==> src/hw/rtl/lsbb_pkg.sv <==
// ----------------------------------------------------------------------------
// Log spectrum band binner package
// Sizes, queue entry type and the band edge and reciprocal log tables, which
// are built at elaboration.
// ----------------------------------------------------------------------------
package lsbb_pkg;

  localparam int NUM_BANDS     = 28;
  localparam int FFT_BINS      = 1024;
  localparam int EDGE_SPAN     = $clog2(FFT_BINS);
  localparam int GAIN_W        = 16;
  localparam int BIN_VAL_W     = 16;
  localparam int IDX_W         = 6;
  localparam int LEVEL_W       = 10;
  localparam int LEVEL_CAP     = 256;
  localparam int LEVEL_FRAC    = 24;
  localparam int ROOT_SHIFT    = 16;
  localparam int RLOG_W        = 16;
  localparam logic [GAIN_W-1:0] GAIN_RESET = 16'd435;
  localparam logic [63:0] LOG10_2_Q32 = 64'd1292913986;
  localparam logic [63:0] ONE_Q62 = 64'd1 << 62;

  localparam int BAND_W  = $clog2(NUM_BANDS + 1);
  localparam int BIN_W   = $clog2(FFT_BINS + NUM_BANDS);
  localparam int SUM_W   = BIN_VAL_W + $clog2(FFT_BINS);
  localparam int T_W     = SUM_W + RLOG_W;
  localparam int ROOT_W  = (T_W + ROOT_SHIFT + 1) / 2;
  localparam int RAD_W   = 2 * ROOT_W;
  localparam int REM_W   = ROOT_W + 2;
  localparam int PR_W    = GAIN_W + ROOT_W;
  localparam int PROD_W  = (PR_W > T_W) ? PR_W : T_W;
  localparam int FIFO_DEPTH = 4;

  typedef struct packed {
    logic [SUM_W-1:0]  sum;
    logic [RLOG_W-1:0] rlog;
    logic [BAND_W-1:0] band;
    logic              last;
  } entry_t;

  typedef logic [2**BAND_W-1:0][BIN_W-1:0]  edge_tab_t;
  typedef logic [2**BAND_W-1:0][RLOG_W-1:0] rlog_tab_t;

  function automatic int msb_pos(logic [31:0] v);
    int k;
    k = 0;
    for (int i = 0; i < 32; i++) begin
      if (v[i]) k = i;
    end
    return k;
  endfunction

  function automatic logic [63:0] mul_q62(logic [63:0] a, logic [63:0] b);
    logic [127:0] p;
    p = {64'd0, a} * {64'd0, b};
    return p[125:62];
  endfunction

  function automatic logic pow_le(logic [31:0] e, int q, int p);
    int s;
    int ex;
    logic [63:0] me;
    logic [63:0] m;
    s = msb_pos(e);
    ex = 0;
    me = 64'(e) << (62 - s);
    m = ONE_Q62;
    for (int i = 0; i < q; i++) begin
      m = mul_q62(m, me);
      ex = ex + s;
      if (m[63]) begin
        m = m >> 1;
        ex = ex + 1;
      end
    end
    return (ex < p) || ((ex == p) && (m == ONE_Q62));
  endfunction

  function automatic logic [31:0] log2_q28(logic [31:0] n);
    int k;
    logic [63:0] y;
    logic [31:0] frac;
    k = msb_pos(n);
    y = 64'(n) << (30 - k);
    frac = '0;
    for (int i = 27; i >= 0; i--) begin
      y = (y * y) >> 30;
      if (y >= (64'd1 << 31)) begin
        y = y >> 1;
        frac[i] = 1'b1;
      end
    end
    return (32'(k) << 28) | frac;
  endfunction

  function automatic logic [63:0] udiv64(logic [63:0] num, logic [63:0] den);
    logic [63:0] q;
    logic [63:0] r;
    q = '0;
    r = '0;
    for (int i = 63; i >= 0; i--) begin
      r = {r[62:0], num[i]};
      if (r >= den) begin
        r = r - den;
        q[i] = 1'b1;
      end
    end
    return q;
  endfunction

  function automatic edge_tab_t build_edges();
    edge_tab_t tab;
    int e;
    int prev;
    int edge_v;
    tab = '0;
    e = 1;
    prev = 0;
    for (int x = 0; x < NUM_BANDS; x++) begin
      while ((e < FFT_BINS - 1) && pow_le(32'(e + 1), NUM_BANDS - 1, x * EDGE_SPAN)) begin
        e = e + 1;
      end
      edge_v = e;
      if (edge_v <= prev) edge_v = prev + 1;
      tab[x] = BIN_W'(edge_v);
      prev = edge_v;
    end
    return tab;
  endfunction

  function automatic rlog_tab_t build_rlogs(edge_tab_t edges);
    rlog_tab_t tab;
    logic [31:0] w;
    logic [31:0] prev;
    logic [63:0] lq;
    tab = '0;
    prev = '0;
    for (int x = 0; x < NUM_BANDS; x++) begin
      w = 32'(edges[x]) - prev;
      lq = (64'(log2_q28(32'd10 + w)) * LOG10_2_Q32) >> 32;
      tab[x] = RLOG_W'(udiv64((64'd1 << 44) + (lq >> 1), lq));
      prev = 32'(edges[x]);
    end
    return tab;
  endfunction

  localparam edge_tab_t EDGE_TAB = build_edges();
  localparam rlog_tab_t RLOG_TAB = build_rlogs(EDGE_TAB);

endpackage

==> src/hw/rtl/lsbb_front.sv <==
// ----------------------------------------------------------------------------
// Band binner front end
// Counts bins, accumulates the current band and queues each finished band.
// ----------------------------------------------------------------------------
module lsbb_front (
  input  logic                          clk_i,
  input  logic                          rst_ni,
  input  logic                          push_i,
  input  logic                          full_i,
  input  logic [lsbb_pkg::BIN_VAL_W-1:0] bin_value_i,
  input  logic                          frame_start_i,
  output lsbb_pkg::entry_t              entry_o,
  output logic                          entry_valid_o
);
  import lsbb_pkg::*;

  logic [SUM_W-1:0]  sum_q, sum_d, sum_n;
  logic [BIN_W-1:0]  bin_q, bin_d, bin_n;
  logic [BAND_W-1:0] band_q, band_d;
  logic              accept, active, band_done;

  assign accept    = push_i && !full_i;
  assign active    = band_q < BAND_W'(NUM_BANDS);
  assign bin_n     = bin_q + BIN_W'(1);
  assign sum_n     = sum_q + SUM_W'(bin_value_i);
  assign band_done = accept && !frame_start_i && active && (bin_n >= EDGE_TAB[band_q]);

  assign entry_valid_o = band_done;
  assign entry_o.sum   = sum_n;
  assign entry_o.rlog  = RLOG_TAB[band_q];
  assign entry_o.band  = band_q;
  assign entry_o.last  = band_q == BAND_W'(NUM_BANDS - 1);

  always_comb begin
    sum_d  = sum_q;
    bin_d  = bin_q;
    band_d = band_q;
    if (accept) begin
      if (frame_start_i) begin
        sum_d  = '0;
        bin_d  = '0;
        band_d = '0;
      end else if (active) begin
        bin_d = bin_n;
        if (band_done) begin
          sum_d  = '0;
          band_d = band_q + BAND_W'(1);
        end else begin
          sum_d = sum_n;
        end
      end
    end
  end

  always_ff @(posedge clk_i or negedge rst_ni) begin
    if (!rst_ni) begin
      sum_q  <= '0;
      bin_q  <= '0;
      band_q <= '0;
    end else begin
      sum_q  <= sum_d;
      bin_q  <= bin_d;
      band_q <= band_d;
    end
  end

endmodule

==> src/hw/rtl/lsbb_fifo.sv <==
// ----------------------------------------------------------------------------
// Band queue
// Short queue of finished bands between the front end and the level unit.
// ----------------------------------------------------------------------------
module lsbb_fifo (
  input  logic             clk_i,
  input  logic             rst_ni,
  input  logic             push_i,
  input  lsbb_pkg::entry_t data_i,
  output logic             full_o,
  input  logic             pop_i,
  output lsbb_pkg::entry_t data_o,
  output logic             empty_o
);
  import lsbb_pkg::*;

  localparam int PTR_W = $clog2(FIFO_DEPTH);
  localparam int CNT_W = $clog2(FIFO_DEPTH + 1);

  entry_t             mem_q [FIFO_DEPTH];
  logic [PTR_W-1:0]   wr_ptr_q, rd_ptr_q;
  logic [CNT_W-1:0]   cnt_q;
  logic               do_push, do_pop;

  assign full_o  = cnt_q == CNT_W'(FIFO_DEPTH);
  assign empty_o = cnt_q == '0;
  assign do_push = push_i && !full_o;
  assign do_pop  = pop_i && !empty_o;
  assign data_o  = mem_q[rd_ptr_q];

  always_ff @(posedge clk_i) begin
    if (do_push) begin
      mem_q[wr_ptr_q] <= data_i;
    end
  end

  always_ff @(posedge clk_i or negedge rst_ni) begin
    if (!rst_ni) begin
      wr_ptr_q <= '0;
      rd_ptr_q <= '0;
      cnt_q    <= '0;
    end else begin
      if (do_push) wr_ptr_q <= (wr_ptr_q == PTR_W'(FIFO_DEPTH - 1)) ? '0 : wr_ptr_q + PTR_W'(1);
      if (do_pop)  rd_ptr_q <= (rd_ptr_q == PTR_W'(FIFO_DEPTH - 1)) ? '0 : rd_ptr_q + PTR_W'(1);
      if (do_push && !do_pop) begin
        cnt_q <= cnt_q + CNT_W'(1);
      end else if (do_pop && !do_push) begin
        cnt_q <= cnt_q - CNT_W'(1);
      end
    end
  end

endmodule

==> src/hw/rtl/lsbb_back.sv <==
// ----------------------------------------------------------------------------
// Band level unit
// Scales each band sum, takes a bit-serial square root, applies the gain and
// holds the result for the consumer.
// ----------------------------------------------------------------------------
module lsbb_back (
  input  logic                               clk_i,
  input  logic                               rst_ni,
  input  logic [lsbb_pkg::GAIN_W-1:0]        gain_i,
  input  lsbb_pkg::entry_t                   entry_i,
  input  logic                               entry_empty_i,
  output logic                               entry_pop_o,
  input  logic                               pop_i,
  output logic                               empty_o,
  output logic [lsbb_pkg::IDX_W-1:0]         band_index_o,
  output logic signed [lsbb_pkg::LEVEL_W-1:0] band_level_o,
  output logic                               last_band_o
);
  import lsbb_pkg::*;

  localparam logic [2:0] ST_IDLE  = 3'd0;
  localparam logic [2:0] ST_MUL   = 3'd1;
  localparam logic [2:0] ST_SQRT  = 3'd2;
  localparam logic [2:0] ST_SCALE = 3'd3;
  localparam logic [2:0] ST_LEVEL = 3'd4;
  localparam int CNT_W = $clog2(ROOT_W);
  localparam int HI_W  = PROD_W - LEVEL_FRAC;

  logic [2:0]          state_q, state_d;
  logic [SUM_W-1:0]    sum_q;
  logic [RLOG_W-1:0]   rlog_q;
  logic [BAND_W-1:0]   band_q;
  logic                last_q;
  logic [RAD_W-1:0]    rad_q;
  logic [REM_W-2:0]    rem_q;
  logic [ROOT_W-1:0]   root_q;
  logic [CNT_W-1:0]    cnt_q;
  logic [PROD_W-1:0]   prod_q;
  logic                out_valid_q;
  logic [IDX_W-1:0]    out_idx_q;
  logic signed [LEVEL_W-1:0] out_lvl_q;
  logic                out_last_q;

  logic [T_W-1:0]      t_w;
  logic [REM_W:0]      rem_sh;
  logic [REM_W:0]      trial;
  logic                fits;
  logic [HI_W-1:0]     hi;
  logic [LEVEL_FRAC+2:0] diff;
  logic signed [LEVEL_W-1:0] lvl;
  logic                slot_free;

  assign t_w    = T_W'(sum_q) * T_W'(rlog_q);
  assign rem_sh = {rem_q, rad_q[RAD_W-1 -: 2]};
  assign trial  = (REM_W + 1)'({root_q, 2'b01});
  assign fits   = rem_sh >= trial;
  assign hi     = prod_q[PROD_W-1:LEVEL_FRAC];
  assign diff   = (LEVEL_FRAC + 3)'(1) << (LEVEL_FRAC + 2);
  assign slot_free = !out_valid_q || pop_i;
  assign entry_pop_o = (state_q == ST_IDLE) && !entry_empty_i;

  always_comb begin
    lvl = '0;
    if (prod_q >= (PROD_W'(1) << (LEVEL_FRAC + 2))) begin
      if (hi > HI_W'(LEVEL_CAP + 4)) begin
        lvl = LEVEL_W'(LEVEL_CAP);
      end else begin
        lvl = LEVEL_W'(hi - HI_W'(4));
      end
    end else begin
      lvl = -LEVEL_W'((diff - (LEVEL_FRAC + 3)'(prod_q[LEVEL_FRAC+1:0])) >> LEVEL_FRAC);
    end
  end

  always_comb begin
    state_d = state_q;
    unique case (state_q)
      ST_IDLE:  if (!entry_empty_i) state_d = ST_MUL;
      ST_MUL:   state_d = ST_SQRT;
      ST_SQRT:  if (cnt_q == '0) state_d = ST_SCALE;
      ST_SCALE: state_d = ST_LEVEL;
      ST_LEVEL: if (slot_free) state_d = ST_IDLE;
      default:  state_d = ST_IDLE;
    endcase
  end

  always_ff @(posedge clk_i) begin
    if (entry_pop_o) begin
      sum_q  <= entry_i.sum;
      rlog_q <= entry_i.rlog;
      band_q <= entry_i.band;
      last_q <= entry_i.last;
    end
    if (state_q == ST_MUL) begin
      rad_q  <= RAD_W'({t_w, {ROOT_SHIFT{1'b0}}});
      rem_q  <= '0;
      root_q <= '0;
      cnt_q  <= CNT_W'(ROOT_W - 1);
    end else if (state_q == ST_SQRT) begin
      rad_q <= rad_q << 2;
      cnt_q <= cnt_q - CNT_W'(1);
      if (fits) begin
        rem_q  <= (REM_W - 1)'(rem_sh - trial);
        root_q <= {root_q[ROOT_W-2:0], 1'b1};
      end else begin
        rem_q  <= (REM_W - 1)'(rem_sh);
        root_q <= {root_q[ROOT_W-2:0], 1'b0};
      end
    end
    if (state_q == ST_SCALE) begin
      prod_q <= PROD_W'(PR_W'(gain_i) * PR_W'(root_q));
    end
    if ((state_q == ST_LEVEL) && slot_free) begin
      out_idx_q  <= IDX_W'(band_q);
      out_lvl_q  <= lvl;
      out_last_q <= last_q;
    end
  end

  always_ff @(posedge clk_i or negedge rst_ni) begin
    if (!rst_ni) begin
      state_q     <= ST_IDLE;
      out_valid_q <= 1'b0;
    end else begin
      state_q <= state_d;
      if ((state_q == ST_LEVEL) && slot_free) begin
        out_valid_q <= 1'b1;
      end else if (pop_i) begin
        out_valid_q <= 1'b0;
      end
    end
  end

  assign empty_o      = !out_valid_q;
  assign band_index_o = out_idx_q;
  assign band_level_o = out_lvl_q;
  assign last_band_o  = out_last_q;

endmodule

==> src/hw/rtl/log_spectrum_band_binner.sv <==
// ----------------------------------------------------------------------------
// Log spectrum band binner
// Bins are taken one per cycle whenever full is low; a four-entry band queue
// decouples them from the level unit.
// A finished band goes through the band queue, then the level unit's multiply,
// root, scale and level states, one band at a time, its root one bit per cycle.
// Reset clears the counters, the queue and the result slot; the gain is 435.
// ----------------------------------------------------------------------------
module log_spectrum_band_binner (
  input  logic                                clk_i,
  input  logic                                rst_ni,
  input  logic                                push,
  output logic                                full,
  input  logic [lsbb_pkg::BIN_VAL_W-1:0]      bin_value_i,
  input  logic                                frame_start_i,
  output logic                                empty,
  input  logic                                pop,
  output logic [lsbb_pkg::IDX_W-1:0]          band_index_o,
  output logic signed [lsbb_pkg::LEVEL_W-1:0] band_level_o,
  output logic                                last_band_o,
  input  logic                                cfg_valid_i,
  output logic                                cfg_ready_o,
  input  logic [lsbb_pkg::GAIN_W-1:0]         cfg_data_i
);
  import lsbb_pkg::*;

  logic [GAIN_W-1:0] gain_q;
  entry_t            fe_entry, q_entry;
  logic              fe_valid, q_empty, q_pop;

  assign cfg_ready_o = 1'b1;

  always_ff @(posedge clk_i or negedge rst_ni) begin
    if (!rst_ni) begin
      gain_q <= GAIN_RESET;
    end else if (cfg_valid_i && cfg_ready_o) begin
      gain_q <= cfg_data_i;
    end
  end

  lsbb_front u_front (
    .clk_i         (clk_i),
    .rst_ni        (rst_ni),
    .push_i        (push),
    .full_i        (full),
    .bin_value_i   (bin_value_i),
    .frame_start_i (frame_start_i),
    .entry_o       (fe_entry),
    .entry_valid_o (fe_valid)
  );

  lsbb_fifo u_fifo (
    .clk_i   (clk_i),
    .rst_ni  (rst_ni),
    .push_i  (fe_valid),
    .data_i  (fe_entry),
    .full_o  (full),
    .pop_i   (q_pop),
    .data_o  (q_entry),
    .empty_o (q_empty)
  );

  lsbb_back u_back (
    .clk_i         (clk_i),
    .rst_ni        (rst_ni),
    .gain_i        (gain_q),
    .entry_i       (q_entry),
    .entry_empty_i (q_empty),
    .entry_pop_o   (q_pop),
    .pop_i         (pop),
    .empty_o       (empty),
    .band_index_o  (band_index_o),
    .band_level_o  (band_level_o),
    .last_band_o   (last_band_o)
  );

endmodule

==> config.mk <==
export PLATFORM = sky130hd
export DESIGN_NAME = log_spectrum_band_binner
export DESIGN_NICKNAME = d
export VERILOG_FILES = /design/src/hw/rtl/lsbb_pkg.sv /design/src/hw/rtl/lsbb_front.sv /design/src/hw/rtl/lsbb_fifo.sv /design/src/hw/rtl/lsbb_back.sv /design/src/hw/rtl/log_spectrum_band_binner.sv
export SDC_FILE = /design/constraint.sdc
export NUM_CORES = 2
export LEC_CHECK = 0
export CAP_MARGIN = 20
export CORE_ASPECT_RATIO = 1.1
export CORE_MARGIN = 3
export CORE_UTILIZATION = 55
export DETAILED_ROUTE_END_ITERATION = 6
export DONT_BUFFER_PORTS = 1
export GPL_TIMING_DRIVEN = 0
export HOLD_SLACK_MARGIN = 0.08
export PLACE_DENSITY = 0.82
export SYNTH_ARGS = -nofsm -noshare
export SYNTH_HDL_FRONTEND = slang
export SYNTH_SLANG_ARGS = --single-unit
export TNS_END_PERCENT = 50
==> constraint.sdc <==
create_clock -name clk_i -period 9.45 [get_ports clk_i]
set_clock_uncertainty 0.05 [all_clocks]
set_input_delay 1.89 -clock clk_i [delete_from_list [all_inputs] [get_ports clk_i]]
set_output_delay 1.89 -clock clk_i [all_outputs]
set_load 0.01 [all_outputs]
==> summary.md <==
| Metric | Value |
|---|---|
| Outcome | finished clean |
| Max Clk Rate | 118 MHz |
| Fin area | 0.0525 mm^2 |
| Synth cell types | 82 |
| Mapped Cells | 4,874 |
| Placed instance count | 6,042 |
| Area growth from synthesis to layout | 6.89% |
| Sequential cell area | 0.0133 mm^2 |
| Tot GR Track Use | 27.9% |
| CTS H-tree depth | 2 |
| Die X | 291 um |
| Reg2Reg Depth | 23 |
| Vias/cell | 5.85 |
| Number of global-route vias before repair | 37,454 |
| Hold_buf cts | 0 |
| CP Launch Type | register |
| Die area | 0.0929 mm^2 |
| PortBufs | 0 |
| Post-synth EDFFs | 343 |
| First-pass GRT wire length | 204,000 um |
| Crit path DAT | 8780 ps |
| Die H | 319 um |
| Root Buffer | clkbuf_16 |
| CTS tree | yes |
| Final Hold Viols | 0 |
| Reg2Reg Setup Slack | 950 ps |
| Ports | 58 |
| Critical Path RT | 9730 ps |
| CP endpoint | u_back.prod_q[43] |
| First drt pass iteration count | 5 |
| # nets final | 6,000 |
| Crit Path Class | register to register |
| Hold WC Path Type | register to register |
| Max Cap Violations | 0 |
| Non-Filler Instances | 6,144 |
| Post-Route WL | 128,000 um |
| Post-synthesis async set-or-reset flop share | 14.5% |
| Dominant synthesized flop cell | edfxtp_1 |
| Vias post-DR | 35,932 |
| Minimum clock period after layout | 8500 ps |
| Crit. End Element | register |
| Layout cells sized above 1 | 3.98% |
| Synth Area per Inst | 10.1 um^2 |
| Core box area | 0.0881 mm^2 |
| Worst-skew pair later-pin latency | 660 ps |
| Row count | 114 |
| Slew HR | 21.5% |
| Clock sink count | 476 |
| CTS Buf Count | 51 |
| Worst-margin pin slew | 1150 ps |
| Clk slew on worst S/H paths | 70 ps |
| Fillers | 7,080 |
| GR Overflow Total | 0 |
| Reg2reg end | u_back.prod_q[43] |
| Starting Density | 55.7% |
| Yosys warns | 0 |
| Placement Setup Slack | 1250 ps |
| Residual DRC count | 0 |
| Area of the multi-input gates | 0.0315 mm^2 |
| Post-CTS Setup Inserts | 0 |
| Max-slew violation count | 0 |
| DR WL/cell | 20.8 um |
| Largest net degree at the start of global routing | 70 |
| Synth Net Count | 5,937 |
| Seq cells post-synth | 476 |
| Dpl cell area | 0.0507 mm^2 |
| Mapped Area | 0.0491 mm^2 |
| Initial antenna violation count | 4 |
| Clock buffer depth | 3 |
| DP HPWL | 100,000 um |
| CP Max Fanout | 10 |
| Post-CTS sizing | 0 |
| Fin crit share | 90.0% |
| Crit path from | u_back.root_q[7] |
| Sequential-to-total area share from yosys stat | 27.1% |
| Final setup margin | 949 ps |
| RePlAce Congestion | 0.988 |
| Setup Total Neg Slack | 0 ps |
| Iteration-0 DRC Markers | 3,614 |
| ANT nets after route | 0 |
| Reg-to-reg startpoint | u_back.root_q[7] |
| Unrepaired setup endpoints after global routing | no |
| Setup violators final | 0 |
## cell type report
cell class,instances,area share (%)
antenna,4,0.0191
buffer,234,1.70
clock buffer,71,2.75
clock inverter,25,0.567
inverter,907,6.49
multi-input combinational,3257,60.0
sequential,476,25.4
tap,1160,2.77
timing repair buffer,10,0.329
## layout by cell type, fill, tap and decap left out, types with 63 or more instances in the layout
cell type and count:
fa_1 712, inv_1 906, xnor2_1 86, o21ai_0 157, nand2_1 727, dfrtp_1 63
dfxtp_1 64, clkbuf_1 235, and2_1 344, a21oi_1 147, edfxtp_1 343, a21o_1 78
nor2_1 99, ha_1 313
## cell usage after synthesis, types with 28 or more instances
master    count  area share [%]
inv_1       907             6.9
nand2_1     727             5.6
fa_1        712              29
and2_1      349             4.4
edfxtp_1    343              21
ha_1        313             8.0
clkbuf_1    223             1.7
o21ai_0     157             1.6
a21oi_1     147             1.5
nor2_1       99            0.76
xnor2_1      86             1.5
a21o_1       78             1.2
dfxtp_1      64             2.6
dfrtp_1      63             3.2
xor2_1       53            0.95
mux4_2       48             2.2
nand3_1      44            0.45
o22ai_1      33            0.42
and3_1       28            0.36
## stage by stage
step                      hold WS, ps  util (%)
final                             374      59.5
after global routing              385      59.5
after CTS                         374      59.5
after detailed placement          366      57.5
after global placement            359      57.4
after floorplan                   350         -
## flip-flops by register name, summed over array words and instances (netlist names), 5 cells and up
register / flops
gain_q: 16
u_back.rlog_q: 16
u_back.sum_q: 26
u_back.rad_q: 42
u_back.cnt_q: 5
u_back.band_index_o: 5
u_fifo.mem_q: 192
u_back.band_level_o: 10
u_back.rem_q: 30
u_back.prod_q: 45
u_back.root_q: 29
u_front.band_q: 5
u_front.sum_q: 26
u_front.bin_q: 11
u_back.band_q: 5
## critical path, cell delays in order, from the launching register on
cell,delay (ps)
dfxtp_1,310
clkbuf_1,470
clkbuf_1,570
nand2_1,170
fa_1,560
inv_1,50
fa_1,490
inv_1,50
fa_1,540
inv_1,50
fa_1,480
inv_1,70
fa_1,500
inv_1,60
fa_1,520
ha_1,410
and3_1,230
a31oi_1,230
a21boi_0,240
o31ai_1,560
a31oi_1,160
a2111oi_0,1010
o41ai_1,210
xor2_1,190
## cell families (layout without fill, tap and decap cells)
kind of cell               after synthesis  after routing  share of synthesized area [%]
and+or+nand+nor                       1364           1364                           13.1
buffers and inverters                 1141           1247                           8.75
adders and majority gates             1025           1025                           37.0
AOI/OAI and AO/OA                      637            637                           8.40
DFF                                    476            476                           27.1
xor gates and xnor gates               139            139                           2.48
muxes                                   90             90                           3.11
other                                    2              6                         0.0153
## per-layer routing
layer / part of all wire (%) / GRT usage [%] / up-vias
li1: - / - / 15696
met1: 38 / 36.8 / 17854
met2: 47 / 44.5 / 1939
met3: 10 / 6.17 / 443
met4: 5.1 / 12.5 / 0
met5: 0 / 0 / -
## worst min path at each step
stage / cells past startpoint / endpoint / slack, ps / startpoint
finish: 0 / u_back.last_band_o / 370 / u_back.last_q
global route: 0 / u_back.band_index_o[3] / 380 / u_back.band_q[3]
CTS: 0 / u_back.last_band_o / 370 / u_back.last_q
detailed placement: 0 / u_back.last_band_o / 370 / u_back.last_q
global placement: 0 / u_back.band_index_o[0] / 360 / u_back.band_q[0]
floorplan: 0 / u_back.band_index_o[0] / 350 / u_back.band_q[0]
Power is left out: the tool's default activity adds up to more than one toggle a clock period on the data nets, which glitch-free logic cannot reach.
